===== src/rtl/aplc_pkg.sv =====
// Package: breakpoint table, segment ROM entry type and fixed widths.
package aplc_pkg;

    localparam int SAMPLE_W     = 16;
    localparam int OUT_W        = 14;
    localparam int IN_TDATA_W   = 16;
    localparam int OUT_TDATA_W  = 16;
    localparam int OUT_MAX      = 8191;

    localparam int NUM_POINTS   = 16;
    localparam int NUM_SEGS     = NUM_POINTS - 1;
    localparam int SEG_W        = $clog2(NUM_SEGS);

    // segment entry field widths
    localparam int BP_W         = 11;   // breakpoint code
    localparam int BASE_W       = 19;   // y1 * d, signed
    localparam int DY_W         = 9;    // y2 - y1, signed
    localparam int D_W          = 7;    // x2 - x1
    localparam int D2_W         = D_W + 1;
    localparam int LIM_W        = 21;   // saturation limit on 2N
    localparam int RW           = 15;   // reciprocal of 2d
    localparam int TW           = 21;   // 2N + d when not saturated
    localparam int Q_W          = 14;
    localparam int RECIP_SHIFT  = 21;
    localparam int RECIP_NUM    = 2 ** (RECIP_SHIFT - 1);
    // q >= OUT_MAX + 1  <=>  2N >= (2 * (OUT_MAX + 1) - 1) * d
    localparam int SAT_SCALE    = 2 * (OUT_MAX + 1) - 1;

    localparam int BP_CODE [NUM_POINTS] = '{
        1046, 1116, 1178, 1232, 1282, 1334, 1386, 1430,
        1476, 1522, 1620, 1658, 1746, 1830, 1876, 1956
    };

    localparam int BP_UA [NUM_POINTS] = '{
        100, 200, 300, 400, 500, 600, 700, 800,
        900, 1000, 1200, 1300, 1500, 1700, 1800, 2000
    };

    // floor(2^21 / (2d)) per segment
    localparam int SEG_RECIP [NUM_SEGS] = '{
        RECIP_NUM / 70, RECIP_NUM / 62, RECIP_NUM / 54, RECIP_NUM / 50,
        RECIP_NUM / 52, RECIP_NUM / 52, RECIP_NUM / 44, RECIP_NUM / 46,
        RECIP_NUM / 46, RECIP_NUM / 98, RECIP_NUM / 38, RECIP_NUM / 88,
        RECIP_NUM / 84, RECIP_NUM / 46, RECIP_NUM / 80
    };

    typedef struct packed {
        logic        [BP_W-1:0]   x1;
        logic signed [BASE_W-1:0] base;
        logic signed [DY_W-1:0]   dy;
        logic        [D_W-1:0]    d;
        logic        [LIM_W-1:0]  lim;
        logic        [RW-1:0]     recip;
    } seg_entry_t;

    function automatic seg_entry_t seg_entry(input int i);
        seg_entry_t e;
        int         d;
        int         dy;
        d       = BP_CODE[i + 1] - BP_CODE[i];
        dy      = BP_UA[i + 1] - BP_UA[i];
        e.x1    = BP_W'(BP_CODE[i]);
        e.base  = BASE_W'(BP_UA[i] * d);
        e.dy    = DY_W'(dy);
        e.d     = D_W'(d);
        e.lim   = LIM_W'(SAT_SCALE * d);
        e.recip = RW'(SEG_RECIP[i]);
        return e;
    endfunction

endpackage


===== src/rtl/aplc_seg_rom.sv =====
// Segment ROM: one entry per segment, registered read.
module aplc_seg_rom
(
    input  logic                           clk,
    input  logic                           rd_en,
    input  logic [aplc_pkg::SEG_W-1:0]     rd_addr,
    output aplc_pkg::seg_entry_t           rd_data
);

    aplc_pkg::seg_entry_t rom [aplc_pkg::NUM_SEGS];
    aplc_pkg::seg_entry_t rd_data_reg;

    for (genvar g = 0; g < aplc_pkg::NUM_SEGS; g++)
    begin : g_rom
        assign rom[g] = aplc_pkg::seg_entry(g);
    end

    always_ff @(posedge clk)
    begin
        if (rd_en)
        begin
            rd_data_reg <= rom[rd_addr];
        end
    end

    assign rd_data = rd_data_reg;

endmodule


===== src/rtl/aplc_front.sv =====
// Front stage: sign handling, code saturation and segment search.
module aplc_front
#(
    parameter int CODE_BITS = 12
)
(
    input  logic                            clk,
    input  logic                            en,
    input  logic                            signed_input,
    input  logic [aplc_pkg::SAMPLE_W-1:0]   sample,
    output logic [aplc_pkg::SEG_W-1:0]      seg_idx,
    output logic [CODE_BITS-1:0]            code,
    output logic                            neg
);

    localparam int MW = aplc_pkg::SAMPLE_W + 1;
    localparam int CW = (CODE_BITS > aplc_pkg::BP_W) ? CODE_BITS : aplc_pkg::BP_W;
    localparam logic [MW-1:0] MAX_CODE = MW'((2 ** CODE_BITS) - 1);

    logic [MW-1:0]        mag;
    logic                 neg_next;
    logic [CODE_BITS-1:0] code_next;
    logic [CODE_BITS-1:0] code_reg;
    logic                 neg_reg;

    always_comb
    begin
        neg_next = signed_input && sample[aplc_pkg::SAMPLE_W-1];
        if (neg_next)
        begin
            // most negative word gives 2^15 and saturates below
            mag = (MW'(1) << aplc_pkg::SAMPLE_W) - MW'(sample);
        end
        else
        begin
            mag = MW'(sample);
        end
        code_next = (mag > MAX_CODE) ? MAX_CODE[CODE_BITS-1:0] : mag[CODE_BITS-1:0];
    end

    // segment i covers [bp[i], bp[i+1]); outer segments extend outward
    always_comb
    begin
        seg_idx = '0;
        for (int j = 1; j < aplc_pkg::NUM_POINTS - 1; j++)
        begin
            if (CW'(code_next) >= CW'(aplc_pkg::BP_CODE[j]))
            begin
                seg_idx = aplc_pkg::SEG_W'(j);
            end
        end
    end

    always_ff @(posedge clk)
    begin
        if (en)
        begin
            code_reg <= code_next;
            neg_reg  <= neg_next;
        end
    end

    assign code = code_reg;
    assign neg  = neg_reg;

endmodule


===== src/rtl/aplc_interp.sv =====
// Interpolation datapath: numerator, saturation, reciprocal divide, sign restore.
module aplc_interp
#(
    parameter int CODE_BITS = 12
)
(
    input  logic                                clk,
    input  logic                                en,
    input  logic [CODE_BITS-1:0]                code,
    input  logic                                neg,
    input  aplc_pkg::seg_entry_t                seg,
    output logic signed [aplc_pkg::OUT_W-1:0]   result
);

    localparam int CW   = (CODE_BITS > aplc_pkg::BP_W) ? CODE_BITS : aplc_pkg::BP_W;
    localparam int DW   = CW + 1;
    localparam int PW   = DW + aplc_pkg::DY_W;
    localparam int NW   = ((PW > aplc_pkg::BASE_W) ? PW : aplc_pkg::BASE_W) + 1;
    localparam int MPW  = aplc_pkg::TW + aplc_pkg::RW;
    localparam int QPW  = aplc_pkg::Q_W + aplc_pkg::D2_W;
    localparam int TW   = aplc_pkg::TW;
    localparam int Q_W  = aplc_pkg::Q_W;
    localparam int D2_W = aplc_pkg::D2_W;
    localparam int OUT_W = aplc_pkg::OUT_W;

    // stage 2: (x - x1) * dy
    logic signed [DW-1:0]      diff;
    logic signed [PW-1:0]      prod_next;
    logic signed [PW-1:0]      prod_reg;
    aplc_pkg::seg_entry_t      seg2_reg;
    logic                      neg2_reg;

    // stage 3: N = y1*d + (x - x1) * dy
    logic signed [NW-1:0]      num_next;
    logic signed [NW-1:0]      num_reg;
    aplc_pkg::seg_entry_t      seg3_reg;
    logic                      neg3_reg;

    // stage 4: t = 2N + d, sign and saturation flags
    logic signed [NW:0]        num2;
    logic [NW:0]               tsum;
    logic                      pos_next;
    logic                      sat_next;
    logic [TW-1:0]             t4_reg;
    logic                      pos4_reg;
    logic                      sat4_reg;
    logic                      neg4_reg;
    logic [D2_W-1:0]           d24_reg;
    logic [aplc_pkg::RW-1:0]   recip4_reg;

    // stage 5: t * recip
    logic [MPW-1:0]            m_next;
    logic [MPW-1:0]            m_reg;
    logic [TW-1:0]             t5_reg;
    logic                      pos5_reg;
    logic                      sat5_reg;
    logic                      neg5_reg;
    logic [D2_W-1:0]           d25_reg;

    // stage 6: q0 and q0 * 2d
    logic [Q_W-1:0]            q0_next;
    logic [QPW-1:0]            p_next;
    logic [Q_W-1:0]            q0_reg;
    logic [QPW-1:0]            p_reg;
    logic [TW-1:0]             t6_reg;
    logic                      pos6_reg;
    logic                      sat6_reg;
    logic                      neg6_reg;
    logic [D2_W-1:0]           d26_reg;

    // final correction
    logic [QPW-1:0]            rem;
    logic [Q_W:0]              q;
    logic [OUT_W-1:0]          mag;

    always_comb
    begin
        diff      = $signed(DW'(code)) - $signed(DW'(seg.x1));
        prod_next = PW'(diff) * PW'(seg.dy);
    end

    always_ff @(posedge clk)
    begin
        if (en)
        begin
            prod_reg <= prod_next;
            seg2_reg <= seg;
            neg2_reg <= neg;
        end
    end

    assign num_next = NW'(seg2_reg.base) + NW'(prod_reg);

    always_ff @(posedge clk)
    begin
        if (en)
        begin
            num_reg  <= num_next;
            seg3_reg <= seg2_reg;
            neg3_reg <= neg2_reg;
        end
    end

    always_comb
    begin
        num2     = {num_reg, 1'b0};
        pos_next = (num_reg > NW'(0));
        sat_next = (num2 >= $signed((NW + 1)'(seg3_reg.lim)));
        // only the low bits matter once saturation is ruled out
        tsum     = num2 + (NW + 1)'(seg3_reg.d);
    end

    always_ff @(posedge clk)
    begin
        if (en)
        begin
            t4_reg     <= tsum[TW-1:0];
            pos4_reg   <= pos_next;
            sat4_reg   <= sat_next;
            neg4_reg   <= neg3_reg;
            d24_reg    <= {seg3_reg.d, 1'b0};
            recip4_reg <= seg3_reg.recip;
        end
    end

    assign m_next = MPW'(t4_reg) * MPW'(recip4_reg);

    always_ff @(posedge clk)
    begin
        if (en)
        begin
            m_reg    <= m_next;
            t5_reg   <= t4_reg;
            pos5_reg <= pos4_reg;
            sat5_reg <= sat4_reg;
            neg5_reg <= neg4_reg;
            d25_reg  <= d24_reg;
        end
    end

    // q0 is the exact quotient or one below it
    always_comb
    begin
        q0_next = m_reg[aplc_pkg::RECIP_SHIFT +: Q_W];
        p_next  = QPW'(q0_next) * QPW'(d25_reg);
    end

    always_ff @(posedge clk)
    begin
        if (en)
        begin
            q0_reg   <= q0_next;
            p_reg    <= p_next;
            t6_reg   <= t5_reg;
            pos6_reg <= pos5_reg;
            sat6_reg <= sat5_reg;
            neg6_reg <= neg5_reg;
            d26_reg  <= d25_reg;
        end
    end

    always_comb
    begin
        rem = QPW'(t6_reg) - p_reg;
        q   = (Q_W + 1)'(q0_reg) + (Q_W + 1)'(rem >= QPW'(d26_reg));
        if (!pos6_reg)
        begin
            mag = '0;
        end
        else if (sat6_reg || (q > (Q_W + 1)'(aplc_pkg::OUT_MAX)))
        begin
            mag = OUT_W'(aplc_pkg::OUT_MAX);
        end
        else
        begin
            mag = q[OUT_W-1:0];
        end
        result = neg6_reg ? -$signed(mag) : $signed(mag);
    end

endmodule


===== src/rtl/adc_piecewise_linear_calibration_core.sv =====
// Top level of the ADC piecewise-linear calibration core.
// Converts one 16-bit converter word per beat into a current in microamps.
// In signed mode the word is taken as two's complement: its magnitude is
// calibrated and the sign is put back on the result. The magnitude saturates
// at 2^CODE_BITS - 1 and is mapped through a 16-point breakpoint ROM with
// linear interpolation (linear extrapolation outside the table), rounded to
// the nearest microamp with ties away from zero; negative currents clamp to
// zero and magnitudes clamp at 8191.
// Throughput: one sample per clock while the output is not held. The
// datapath is a fixed pipeline (segment search and ROM read, multiply, add,
// saturation check, reciprocal multiply, correction multiply, output
// register); the single-port segment ROM serves one lookup per cycle while
// the pipeline advances. When the output beat is held, the whole pipeline
// holds and s_axis_tready drops in the same cycle.
// signed_input is written through cfg_wr_en / cfg_wr_data and resets to 1;
// write it only while no sample is in flight.
module adc_piecewise_linear_calibration_core
#(
    parameter int CODE_BITS = 12
)
(
    input  logic                                   clk,
    input  logic                                   rst_n,
    // input beat
    input  logic                                   s_axis_tvalid,
    output logic                                   s_axis_tready,
    input  logic [aplc_pkg::IN_TDATA_W-1:0]        s_axis_tdata,  // [15:0] sample
    // output beat
    output logic                                   m_axis_tvalid,
    input  logic                                   m_axis_tready,
    output logic [aplc_pkg::OUT_TDATA_W-1:0]       m_axis_tdata,  // [13:0] current_ua, [15:14] 0
    // signed_input register
    input  logic                                   cfg_wr_en,
    input  logic                                   cfg_wr_data
);

    // register stages between input and output register
    localparam int LAT = 6;

    logic                                   en;
    logic                                   accept;
    logic                                   signed_input_reg;
    logic                                   signed_input_next;
    logic [LAT-1:0]                         vld_reg;
    logic [LAT-1:0]                         vld_next;
    logic                                   m_valid_reg;
    logic                                   m_valid_next;
    logic signed [aplc_pkg::OUT_W-1:0]      result;
    logic signed [aplc_pkg::OUT_W-1:0]      m_data_reg;

    logic [aplc_pkg::SEG_W-1:0]             seg_idx;
    logic [CODE_BITS-1:0]                   code;
    logic                                   neg;
    aplc_pkg::seg_entry_t                   seg;

    // pipeline advances unless a finished beat is stuck at the output
    assign en            = !m_valid_reg || m_axis_tready;
    assign accept        = s_axis_tvalid && en;
    assign s_axis_tready = en;

    assign signed_input_next = cfg_wr_en ? cfg_wr_data : signed_input_reg;

    always_comb
    begin
        vld_next     = vld_reg;
        m_valid_next = m_valid_reg;
        if (en)
        begin
            vld_next     = {vld_reg[LAT-2:0], accept};
            m_valid_next = vld_reg[LAT-1];
        end
    end

    always_ff @(posedge clk or negedge rst_n)
    begin
        if (!rst_n)
        begin
            signed_input_reg <= 1'b1;
            vld_reg          <= '0;
            m_valid_reg      <= 1'b0;
        end
        else
        begin
            signed_input_reg <= signed_input_next;
            vld_reg          <= vld_next;
            m_valid_reg      <= m_valid_next;
        end
    end

    always_ff @(posedge clk)
    begin
        if (en)
        begin
            m_data_reg <= result;
        end
    end

    aplc_front #(
        .CODE_BITS    (CODE_BITS)
    ) u_front (
        .clk          (clk),
        .en           (en),
        .signed_input (signed_input_reg),
        .sample       (s_axis_tdata[aplc_pkg::SAMPLE_W-1:0]),
        .seg_idx      (seg_idx),
        .code         (code),
        .neg          (neg)
    );

    aplc_seg_rom u_seg_rom (
        .clk          (clk),
        .rd_en        (en),
        .rd_addr      (seg_idx),
        .rd_data      (seg)
    );

    aplc_interp #(
        .CODE_BITS    (CODE_BITS)
    ) u_interp (
        .clk          (clk),
        .en           (en),
        .code         (code),
        .neg          (neg),
        .seg          (seg),
        .result       (result)
    );

    assign m_axis_tvalid = m_valid_reg;
    assign m_axis_tdata  = {{(aplc_pkg::OUT_TDATA_W - aplc_pkg::OUT_W){1'b0}}, m_data_reg};

endmodule


===== config.mk =====
export PLATFORM = sky130hd
export DESIGN_NAME = adc_piecewise_linear_calibration_core
export DESIGN_NICKNAME = d
export VERILOG_FILES = /design/src/rtl/aplc_pkg.sv /design/src/rtl/aplc_seg_rom.sv /design/src/rtl/aplc_front.sv /design/src/rtl/aplc_interp.sv /design/src/rtl/adc_piecewise_linear_calibration_core.sv
export SDC_FILE = /design/constraint.sdc
export NUM_CORES = 2
export LEC_CHECK = 0
export CORE_MARGIN = 2
export CORE_UTILIZATION = 55
export CTS_BUF_LIST = sky130_fd_sc_hd__clkbuf_4
export DETAILED_ROUTE_END_ITERATION = 8
export DONT_BUFFER_PORTS = 1
export GPL_TIMING_DRIVEN = 0
export PLACE_DENSITY_LB_ADDON = 0.08
export RECOVER_POWER = 50
export SETUP_SLACK_MARGIN = 0.5
export SYNTH_ARGS = -nofsm -noshare
export SYNTH_HDL_FRONTEND = slang
export SYNTH_SLANG_ARGS = --single-unit

===== constraint.sdc =====
create_clock -name clk -period 37.4 [get_ports clk]
set_clock_uncertainty 0.15 [all_clocks]
set_input_delay 5.61 -clock clk [delete_from_list [all_inputs] [get_ports clk]]
set_output_delay 5.61 -clock clk [all_outputs]
set_load 0.005 [all_outputs]

==> flow_summary.ini <==
[floorplan]
dieArea_um2 = 56000
placeableCoreArea_um2 = 53700
ioPinCount = 40
die_x_um = 237
die_y_um = 237
initial_core_util_pct = 55.4
rows = 85

[critical_path]
reg2reg_from = u_interp.t4_reg[2]
critPathTopFamily = buffers and inverters
crit_type = in2out
crit_slowest_cell = clkbuf_1
required_ns = 31.64
worst_setup_path_start_kind = input pin
worst-path-buf-inv = 1
slowest_delay_ns = 1.62
path_max_fanout = 41
cp-end-kind = output port
startpoint = m_axis_tready
crit_chain = nand2b_1, clkbuf_1
cp.arrival_ns = 7.34

[clock_network]
root_buffer = clkbuf_4
clkLatencyLatePin_ns = 0.81
ctsHoldBuffers = 0
cts_made_buffers = 91
cts_sinks = 345
cts.clk_slew.worst_paths_ns = 0.07
cts_setup_buffers = 0
cts_buffer_depth = 3
cts_tree = done
cts-resized-gates = 0
htreeDepth = 3

[worst_hold_path]
hold_path_class = reg2reg
min_from = u_interp.pos4_reg

[synth]
synth-edff-count = 337
synth-async-reset-ratio_pct = 2.32
ys_top_cells_by_count = inv_1, nand2_1, edfxtp_1
synth_cells = 2736
yosys-top-cells-area = edfxtp_1, fa_1, ha_1, inv_1, nand2_1
yosysTopAreaCellShare_pct = 34.0
syn_avg_cell_area_um2 = 10.9
synthFlopType = edfxtp_1
ys_seq_elements = 345
yosysSeqAreaShare_pct = 34.7
yosysTopAreaCell = edfxtp_1
synth_cell_types = 88
yosysWarnings = 0
synth.most_common_cell = inv_1
synth_area_um2 = 29800

[final_layout]
largest_reg_flops = 53
fill_cells = 4497
areaGrowthSynthToFinish_pct = 7.05
drive_gt1_share_pct = 6.50
nets = 3454

[timing]
fin_crit_ns = 13.10
finalCritPeriodShare_pct = 35.0
final-hold-violation-count = 0
fmax_ghz = 0.0764
slew_headroom_pct = -144
slew_violations = 239
setup-tns-final_ns = 0
setup_violations = 0
max_slew.worst_pin.slew_ns = 3.66
rsz0062_at_grt = false

[place]
finalWeightedCongestion = 0.964
portBuffers = 0
dpl.hpwl_mm = 54.6

[drt]
wl_per_cell_um = 19.5
wl_mm = 69.9
drt_pass1_iterations = 6
drtAntennaViolNets = 0
avgViaCountPerCell = 5.65
vias = 20269
first_iter_violations = 1576
drcViolationCount = 0

[global_routing]
grt_pass1_wl_mm = 113
grt_pass1_vias = 21264
grt_overflow = 0
grt_antenna_before_repair = 3
grtUsageMet1_pct = 33.3
grtUsageMet2_pct = 44.1
grt_max_degree = 73
top_usage_layer = met2
grtUsageMet3_pct = 4.83
globalRouteTotalUtil_pct = 26.0

[run_status]
failed_checks = max-capacitance violations, max-slew violations
status = complete, but fails checks

[flow_run]
max_cap_violations = 4
metrics by stage:
stage	hold WS, ns	worst slack [ns]	area [um2]	cells	utilization (%)
floorplan	0.250	16.60	29800	2737	-
global placement	0.250	13.55	30600	3433	57.0
detailed placement	0.255	25.37	30800	3438	57.3
CTS	0.259	25.37	31900	3587	59.4
global route	0.255	24.11	31900	3590	59.3
finish	0.246	24.30	31900	3590	59.3
cell families after synthesis:
group,share of synthesized area [%]
other,0.0126
AO/OA/AOI/OAI,8.00
multiplexers,0.488
AND/OR/NAND/NOR,13.8
XOR/XNOR,3.65
adder cells (fa/ha/maj),33.3
flip-flops,34.7
buffers and inverters,6.14
per-layer routing:
metal  part of all wire, %  up-vias
met3                   5.4      163
met2                    49      637
met4                   3.7        2
li1                      -     9434
met5                 0.010        -
met1                    41    10033
cells in the final DEF, fill, tap and decap left out, types with 9 or more instances in the layout:
master,count
fa_1,323
o21a_1,18
a21boi_0,16
edfxtp_1,337
or3_1,11
clkbuf_1,85
a21oi_1,91
nor3_1,33
nor2b_1,17
nand3_1,50
nor2_1,86
and2_0,13
o211ai_1,14
o21ai_0,72
and3_1,15
inv_1,381
nor4_1,10
clkbuf_4,124
a21o_1,21
xor2_1,37
buf_2,11
nor3b_1,10
xnor2_1,87
nand2b_1,20
and2_1,160
o21bai_1,12
nand2_1,343
nand4_1,10
ha_1,274
clkinv_1,13
or2_2,9
a31oi_1,14
layout make-up:
type	count	area, um2	share of cell area [%]
inverter	382	1430	4.50
sequential	345	10300	32.4
buffer	97	393	1.23
multi-input combinational	1913	17600	55.3
clock inverter	25	219	0.687
antenna	3	7.51	0.0236
timing repair buffer	5	66.3	0.208
tap	696	871	2.73
clock buffer	124	931	2.92
path summary, 6_finish.rpt:
kind                                      endpoint  slack [ns]  depth (start not counted)
min in group asynchronous            m_axis_tvalid        4.34                          0
worst min register to register   u_interp.pos5_reg        0.25                          0
worst max-delay path                 s_axis_tready       24.30                          2
max in group asynchronous         signed_input_reg       32.59                          0
worst min-delay path             u_interp.pos5_reg        0.25                          0
worst max register to register  u_interp.m_reg[34]       28.68                         22
Power is left out: the tool's default activity adds up to more than one toggle a clock period on the data nets, which glitch-free logic cannot reach.
